### src/scg_pkg.sv
// Types, codes and constants of the seeded cluster grower.
`timescale 1ns / 1ps
package scg_pkg;

	localparam int CHARGE_W = 16;
	localparam int KTHR_W   = 20;
	localparam int SUM_W    = 21;
	localparam int SIZE_W   = 13;
	localparam int POS_W    = 6;

	typedef enum logic [1:0] {
		CMD_WRITE = 2'd0,
		CMD_RUN   = 2'd1,
		CMD_READ  = 2'd2,
		CMD_NONE  = 2'd3
	} cmd_e;

	typedef enum logic [1:0] {
		REG_KTHR = 2'd0,
		REG_ETHR = 2'd1,
		REG_COLS = 2'd2,
		REG_ROWS = 2'd3
	} reg_e;

	typedef enum logic [3:0] {
		ST_IDLE,
		ST_RD,
		ST_CLR,
		ST_SCAN_RD,
		ST_SCAN_CMP,
		ST_SEED,
		ST_POP,
		ST_CELL,
		ST_SUM_RD,
		ST_SUM_ACC,
		ST_SUM_CHK,
		ST_GROW_RD,
		ST_GROW_CHK,
		ST_FIN
	} state_e;

	typedef struct packed {
		logic [1:0]                 cmd;
		logic [POS_W-1:0]           col;
		logic [POS_W-1:0]           row;
		logic signed [CHARGE_W-1:0] charge;
	} item_t;

	typedef struct packed {
		logic signed [CHARGE_W-1:0] cell_charge;
		logic                       in_cluster;
		logic [SIZE_W-1:0]          cluster_size;
		logic [POS_W-1:0]           seed_col;
		logic [POS_W-1:0]           seed_row;
	} result_t;

	typedef struct packed {
		logic signed [KTHR_W-1:0]   kthr;
		logic signed [CHARGE_W-1:0] ethr;
		logic [6:0]                 cols;
		logic [6:0]                 rows;
	} cfg_t;

	typedef struct packed {
		logic ch_we;
		logic mk_we;
		logic mk_wd;
	} store_ctl_t;

	typedef struct packed {
		logic clear;
		logic push;
		logic pop;
	} fifo_ctl_t;

	// neighbor walk: column offset outer, row offset inner
	function automatic logic signed [1:0] nb_dc(input logic [3:0] k);
		logic signed [1:0] d;
		case (k)
			4'd0, 4'd1, 4'd2: d = -2'sd1;
			4'd3, 4'd4, 4'd5: d = 2'sd0;
			default:          d = 2'sd1;
		endcase
		return d;
	endfunction

	function automatic logic signed [1:0] nb_dr(input logic [3:0] k);
		logic signed [1:0] d;
		case (k)
			4'd0, 4'd3, 4'd6: d = -2'sd1;
			4'd1, 4'd4, 4'd7: d = 2'sd0;
			default:          d = 2'sd1;
		endcase
		return d;
	endfunction

endpackage

### src/scg_ctrl.sv
// Sequencer and shared add/subtract unit for commands, seed search and growth.
`timescale 1ns / 1ps
module scg_ctrl #(
	parameter int GRID_COLS = 64,
	parameter int GRID_ROWS = 64,
	localparam int CW = $clog2(GRID_COLS),
	localparam int RW = $clog2(GRID_ROWS),
	localparam int AW = CW + RW
) (
	input  logic                                clk,
	input  logic                                arst_n,
	input  scg_pkg::cfg_t                       cfg,
	input  logic                                item_valid,
	output logic                                item_stall,
	input  scg_pkg::item_t                      item,
	output scg_pkg::result_t                    res,
	output logic                                res_valid,
	input  logic                                res_take,
	output logic [AW-1:0]                       st_addr,
	output scg_pkg::store_ctl_t                 st_ctl,
	output logic signed [scg_pkg::CHARGE_W-1:0] st_wdata,
	input  logic signed [scg_pkg::CHARGE_W-1:0] st_charge,
	input  logic                                st_mark,
	output scg_pkg::fifo_ctl_t                  q_ctl,
	output logic [AW-1:0]                       q_wdata,
	input  logic [AW-1:0]                       q_rdata,
	input  logic                                q_empty
);
	import scg_pkg::*;

	state_e state_q, state_d;

	logic [AW-1:0]              cnt_q;
	logic [CW-1:0]              x_q, bc_q, c_q;
	logic [RW-1:0]              y_q, br_q, r_q;
	logic signed [CHARGE_W-1:0] best_q;
	logic                       first_q;
	logic [3:0]                 k_q;
	logic signed [SUM_W-1:0]    acc_q;
	logic                       inb_q;
	logic [AW-1:0]              nb_addr_q;
	logic [SIZE_W-1:0]          size_q;
	logic                       ran_q;
	logic                       rd_ok_q;
	result_t                    res_q;

	logic [CW:0]             ncl;
	logic [RW:0]             nrl;
	logic                    item_ok;
	logic [AW-1:0]           item_addr;
	logic signed [CW+1:0]    xs;
	logic signed [RW+1:0]    ys;
	logic                    inb;
	logic [AW-1:0]           nb_addr;
	logic signed [SUM_W-1:0] alu_a, alu_b, alu_y, ch_ext;
	logic                    alu_sub;
	logic                    alu_neg, alu_pos;
	logic                    x_last, y_last, k_last;
	logic                    join_c;

	always_comb begin
		if (cfg.cols == 7'd0) begin
			ncl = (CW+1)'(1);
		end else if (32'(cfg.cols) > GRID_COLS) begin
			ncl = (CW+1)'(GRID_COLS);
		end else begin
			ncl = (CW+1)'(cfg.cols);
		end
		if (cfg.rows == 7'd0) begin
			nrl = (RW+1)'(1);
		end else if (32'(cfg.rows) > GRID_ROWS) begin
			nrl = (RW+1)'(GRID_ROWS);
		end else begin
			nrl = (RW+1)'(cfg.rows);
		end
	end

	assign item_ok   = (32'(item.col) < GRID_COLS) && (32'(item.row) < GRID_ROWS);
	assign item_addr = {RW'(item.row), CW'(item.col)};

	assign xs      = $signed({2'b00, c_q}) + (CW+2)'(nb_dc(k_q));
	assign ys      = $signed({2'b00, r_q}) + (RW+2)'(nb_dr(k_q));
	assign inb     = !xs[CW+1] && (xs < $signed({1'b0, ncl}))
		&& !ys[RW+1] && (ys < $signed({1'b0, nrl}));
	assign nb_addr = {ys[RW-1:0], xs[CW-1:0]};

	assign ch_ext  = SUM_W'(st_charge);
	assign alu_y   = alu_sub ? (alu_a - alu_b) : (alu_a + alu_b);
	assign alu_neg = alu_y[SUM_W-1];
	assign alu_pos = !alu_neg && (alu_y != '0);

	assign x_last = ({1'b0, x_q} + 1'b1) == ncl;
	assign y_last = ({1'b0, y_q} + 1'b1) == nrl;
	assign k_last = (k_q == 4'd8);
	assign join_c = inb_q && !st_mark && alu_pos;

	assign st_wdata = item.charge;
	assign res      = res_q;

	always_comb begin
		state_d    = state_q;
		st_addr    = nb_addr_q;
		st_ctl     = '0;
		q_ctl      = '0;
		q_wdata    = nb_addr_q;
		alu_a      = acc_q;
		alu_b      = ch_ext;
		alu_sub    = 1'b0;
		item_stall = 1'b1;
		res_valid  = 1'b0;
		case (state_q)
			ST_IDLE: begin
				item_stall = 1'b0;
				st_addr    = item_addr;
				if (item_valid) begin
					case (item.cmd)
						CMD_WRITE: begin
							st_ctl.ch_we = item_ok;
							state_d      = ST_FIN;
						end
						CMD_RUN:  state_d = ST_CLR;
						CMD_READ: state_d = ST_RD;
						default:  state_d = ST_FIN;
					endcase
				end
			end
			ST_RD: state_d = ST_FIN;
			ST_CLR: begin
				st_addr      = cnt_q[AW-1:0];
				st_ctl.mk_we = 1'b1;
				q_ctl.clear  = 1'b1;
				if (cnt_q[AW-1:0] == '1) begin
					state_d = ST_SCAN_RD;
				end
			end
			ST_SCAN_RD: begin
				st_addr = {y_q, x_q};
				state_d = ST_SCAN_CMP;
			end
			ST_SCAN_CMP: begin
				alu_a   = ch_ext;
				alu_b   = SUM_W'(best_q);
				alu_sub = 1'b1;
				state_d = (x_last && y_last) ? ST_SEED : ST_SCAN_RD;
			end
			ST_SEED: begin
				q_ctl.push = 1'b1;
				q_wdata    = {br_q, bc_q};
				state_d    = ST_POP;
			end
			ST_POP: begin
				if (q_empty) begin
					state_d = ST_FIN;
				end else begin
					q_ctl.pop = 1'b1;
					state_d   = ST_CELL;
				end
			end
			ST_CELL: state_d = ST_SUM_RD;
			ST_SUM_RD: begin
				st_addr = nb_addr;
				state_d = ST_SUM_ACC;
			end
			ST_SUM_ACC: begin
				alu_a   = acc_q;
				alu_b   = inb_q ? ch_ext : '0;
				state_d = k_last ? ST_SUM_CHK : ST_SUM_RD;
			end
			ST_SUM_CHK: begin
				alu_a   = acc_q;
				alu_b   = SUM_W'(cfg.kthr);
				alu_sub = 1'b1;
				state_d = alu_neg ? ST_POP : ST_GROW_RD;
			end
			ST_GROW_RD: begin
				st_addr = nb_addr;
				state_d = ST_GROW_CHK;
			end
			ST_GROW_CHK: begin
				alu_a   = ch_ext;
				alu_b   = SUM_W'(cfg.ethr);
				alu_sub = 1'b1;
				if (join_c) begin
					st_ctl.mk_we = 1'b1;
					st_ctl.mk_wd = 1'b1;
					q_ctl.push   = 1'b1;
				end
				state_d = k_last ? ST_POP : ST_GROW_RD;
			end
			ST_FIN: begin
				res_valid = 1'b1;
				if (res_take) begin
					state_d = ST_IDLE;
				end
			end
			default: state_d = ST_IDLE;
		endcase
	end

	always_ff @(posedge clk or negedge arst_n) begin
		if (!arst_n) begin
			state_q <= ST_IDLE;
			ran_q   <= 1'b0;
		end else begin
			state_q <= state_d;
			if (state_q == ST_POP && q_empty) begin
				ran_q <= 1'b1;
			end
		end
	end

	always_ff @(posedge clk) begin
		case (state_q)
			ST_IDLE: begin
				rd_ok_q <= item_ok;
				cnt_q   <= '0;
				res_q   <= '0;
			end
			ST_RD: begin
				if (rd_ok_q && ran_q && st_mark) begin
					res_q.cell_charge <= st_charge;
					res_q.in_cluster  <= 1'b1;
				end
			end
			ST_CLR: begin
				cnt_q   <= cnt_q + 1'b1;
				x_q     <= '0;
				y_q     <= '0;
				first_q <= 1'b1;
				size_q  <= '0;
			end
			ST_SCAN_CMP: begin
				if (first_q || alu_pos) begin
					best_q <= st_charge;
					bc_q   <= x_q;
					br_q   <= y_q;
				end
				first_q <= 1'b0;
				if (x_last) begin
					x_q <= '0;
					y_q <= y_q + 1'b1;
				end else begin
					x_q <= x_q + 1'b1;
				end
			end
			ST_POP: begin
				res_q.cluster_size <= size_q;
				res_q.seed_col     <= POS_W'(bc_q);
				res_q.seed_row     <= POS_W'(br_q);
			end
			ST_CELL: begin
				c_q   <= q_rdata[CW-1:0];
				r_q   <= q_rdata[AW-1:CW];
				k_q   <= '0;
				acc_q <= '0;
			end
			ST_SUM_RD, ST_GROW_RD: begin
				nb_addr_q <= nb_addr;
				inb_q     <= inb;
			end
			ST_SUM_ACC: begin
				acc_q <= alu_y;
				k_q   <= k_last ? 4'd0 : k_q + 1'b1;
			end
			ST_GROW_CHK: begin
				if (join_c) begin
					size_q <= size_q + 1'b1;
				end
				k_q <= k_q + 1'b1;
			end
			default: begin
			end
		endcase
	end
endmodule

### config.mk
export PLATFORM = sky130hd
export DESIGN_NAME = scg_ctrl
export DESIGN_NICKNAME = d
export VERILOG_FILES = /design/src/scg_pkg.sv /design/src/scg_ctrl.sv
export SDC_FILE = /design/constraint.sdc
export NUM_CORES = 1
export LEC_CHECK = 0
export BUFFER_PORTS_ARGS = -buffer_cell sky130_fd_sc_hd__buf_2
export CORE_ASPECT_RATIO = 0.5
export CORE_UTILIZATION = 30
export DETAILED_ROUTE_END_ITERATION = 12
export GPL_TIMING_DRIVEN = 0
export HOLD_SLACK_MARGIN = 0.02
export PLACE_DENSITY_LB_ADDON = 0.08
export SKIP_LAST_GASP = 1
export SLEW_MARGIN = 40
export SYNTH_ARGS = -nofsm -noshare
export SYNTH_HDL_FRONTEND = slang
export SYNTH_SLANG_ARGS = --single-unit
### constraint.sdc
create_clock -name clk -period 15.65 [get_ports clk]
set_clock_uncertainty 0.1 [all_clocks]
set_input_delay 0.7825 -clock clk [delete_from_list [all_inputs] [get_ports clk]]
set_output_delay 0.7825 -clock clk [all_outputs]
set_load 0.05 [all_outputs]
==> flow_summary_export.csv <==
group,metric,value,unit
clocking,postCtsSetupBuffers,0,
timing,relSlewSlack,0.442,
grt,met1_usage,0.256,
timing,fin_tns_setup,0,ns
cells_and_area,layout_commonest_cell,"buf_2",
clocking,clk_latency,0.45,ns
run,maxCapViolations,0,
clocking,htreeDepth,4,
grt,grtUsageMet2,0.328,
timing,setup_viol,0,
yosys,ys_seq_elements,163,
worst_setup_path,rr_endpoint,"best_q[4]",
yosys,avgSynthCellArea,10.1,µm²
timing,period_share,0.489,
run_status,status,"complete, no violations",
drt,drt_first_pass_iters,7,
worst_setup_path,crit_path_start_kind,"flop",
yosys,synth_edf_count,158,
timing,tightest_slew,0.829,ns
worst_setup_path,worstSetupPathDepth,25,
die,fp.dieH,136,µm
die,die_w,270,µm
timing,layout_min_cycle_time,7.66,ns
cells_and_area,register_area,4870,µm²
grt,antenna_found_initial,0,
clocking,cts_buffers,17,
clocking,cts.sinks,163,
placement,hpwl,28100,µm
die,die_area,36700,µm²
die,initial_core_util,0.309,
worst_setup_path,cp-end-kind,"output port",
clocking,cts_tree,"done",
worst_setup_path,worst-r2r-setup-slack,8.68,ns
cells_and_area,fillCellCount,3583,
yosys,synth_top_area_cell,"edfxtp_1",
clocking,clock_tree.buffer_depth,2,
yosys,ys_seq_area_frac,0.452,
yosys,async_reset_ff_frac,0.0307,
cells_and_area,mostFrequentLayoutCells,"194 x buf_2, 158 x edfxtp_1, 109 x nor2_1",
die,io_pins,204,
grt,grt_pass1_wl,53100,µm
worst_setup_path,path_buf_inv,5,
drt,first_iter_violations,682,
clocking,clock-root-buffer,"clkbuf_16",
placement,gp_congestion,0.871,
cells_and_area,syn2layout_area_growth,21.4,%
worst_setup_path,worst_ep_required_time,14.77,ns
yosys,synthesis.nets,1240,
drt,vias,8951,
yosys,yosys_warnings,0,
grt,use_met3,0.0313,
yosys,synth.distinct_cells,85,
worst_setup_path,max_stage_delay,0.52,ns
clocking,cts_resized,0,
grt,grt_usage,0.194,
grt,gr-max-usage-layer,"met2",
worst_setup_path,timing.rr.start,"state_q[1]",
cells_and_area,drive_gt1_frac,0.234,
yosys,synth_area_leaders,"edfxtp_1 44%, ha_1 6.7%, nor2_1 3.8%",
worst_setup_path,reg2regPathDepth,19,
worst_setup_path,cp_max_fo,10,
yosys,synth_top_area_share,0.440,
grt,grt_max_degree,23,
clocking,clk_pin_slew,0.06,ns
worst_setup_path,arrival,6.77,ns
placement,port_buffers,187,
die,num_rows,48,
cells_and_area,multi_input_comb_area,5490,µm²
drt,wl,35300,µm
grt,grt_overflow_total,0,
drt,drc,0,
drt,avgViaCountPerCell,5.07,
worst_setup_path,criticalPathCategory,"reg -> out",
timing,rsz0062_at_grt,"no",
min_path,hp-class,"in -> async",
timing,drv_slew,0,
timing,final_hold_viol_count,0,
drt,ant_nets,0,
drt,drt-wirelength-per-cell,20.0,µm
die,fp.coreArea,34900,µm²
timing,fmax,131,MHz
yosys,synth_top_flop_cell,"edfxtp_1",
cells_and_area,fin_nets,1452,
clocking,cts_hold_buf,0,
yosys,synth_area,10800,µm²
worst_setup_path,cp_slowest_cell,"a2111oi_0",
yosys,syn_inst,1065,
worst_setup_path,critical_path.top_delay_family,"compound AO/OA/AOI/OAI gates",
grt,grt_pass1_vias,8862,
## per-layer routing
| metal | vias to the layer above | part of all wire |
|---|---|---|
| met5 | - | 0 |
| met3 | 36 | 0.042 |
| met1 | 4370 | 0.46 |
| met2 | 219 | 0.48 |
| met4 | 0 | 0.019 |
| li1 | 4326 | - |
## kinds of logic after synthesis
logic type,synth area share
mux,0.0287
simple gates,0.186
compound gates,0.151
fa+ha+maj,0.0739
flops,0.452
xor+xnor,0.0641
buf+inv,0.0444
## worst reg2reg max path: cells and delay by family, from the launching register on
family,cells,cell delay [ns]
AOI/OAI and AO/OA,9,3.49
xor gates and xnor gates,3,0.73
adders and majority gates,1,0.34
buffers and inverters,2,0.48
DFF,1,0.47
and+or+nand+nor,4,1.09
## area by class of cell
cell class,count,share of cell area
multi-input combinational,797,0.420
sequential,163,0.372
timing repair buffer,193,0.0767
tap,475,0.0455
clock buffer,18,0.0328
buffer,63,0.0247
clock inverter,13,0.0159
inverter,42,0.0121
antenna,1,0.000191
## synthesized netlist by cell type, types with 5 or more instances
cell and number:
edfxtp_1 158, nor2_1 110, nand2_1 101, a21oi_1 66
ha_1 58, o21ai_0 47, xnor2_1 44, inv_1 39
clkbuf_1 36, and2_1 35, xor2_1 33, a22oi_1 29
and3_1 24, nor3_1 24, mux2_2 23, nand3_1 21
a21o_1 19, buf_4 18, a221o_1 14, nand2b_1 13
nor2b_1 11, or3_1 10, nand4_1 8, buf_2 7
o221ai_1 6, o31ai_1 6, dfrtp_1 5, mux2i_1 5
nand4b_1 5
## flip-flops by register name, summed over array words and instances, names as in the netlist
signal     count
res           42
acc_q         21
best_q        16
size_q        13
cnt_q         12
nb_addr_q     12
bc_q           6
br_q           6
c_q            6
r_q            6
x_q            6
y_q            6
k_q            4
state_q        4
first_q        1
inb_q          1
ran_q          1
## how the worst max path moves through the flow
stage,startpoint,endpoint,slack [ns]
after floorplan,state_q[0],bc_q[0],8.38
after global placement,state_q[1],best_q[4],5.41
after detailed placement,state_q[1],st_ctl[1],8.59
after CTS,state_q[1],q_ctl[1],8.08
after global routing,state_q[2],st_ctl[1],7.42
final,state_q[1],st_ctl[1],7.99
## through the flow
stage | area (µm²) | util | hold slack (ns) | instances | setup slack [ns]
global route | 13100 | 0.375 | 0.0292 | 1764 | 7.42
global placement | 12300 | 0.353 | 0.348 | 1727 | 5.41
floorplan | 10800 | - | 0.329 | 1065 | 8.38
finish | 13100 | 0.375 | 0.0386 | 1765 | 7.99
detailed placement | 12400 | 0.356 | 0.345 | 1733 | 8.59
CTS | 13100 | 0.374 | 0.0219 | 1764 | 8.08
Power is left out: the tool's default activity adds up to more than one toggle a clock period on the data nets, which glitch-free logic cannot reach.
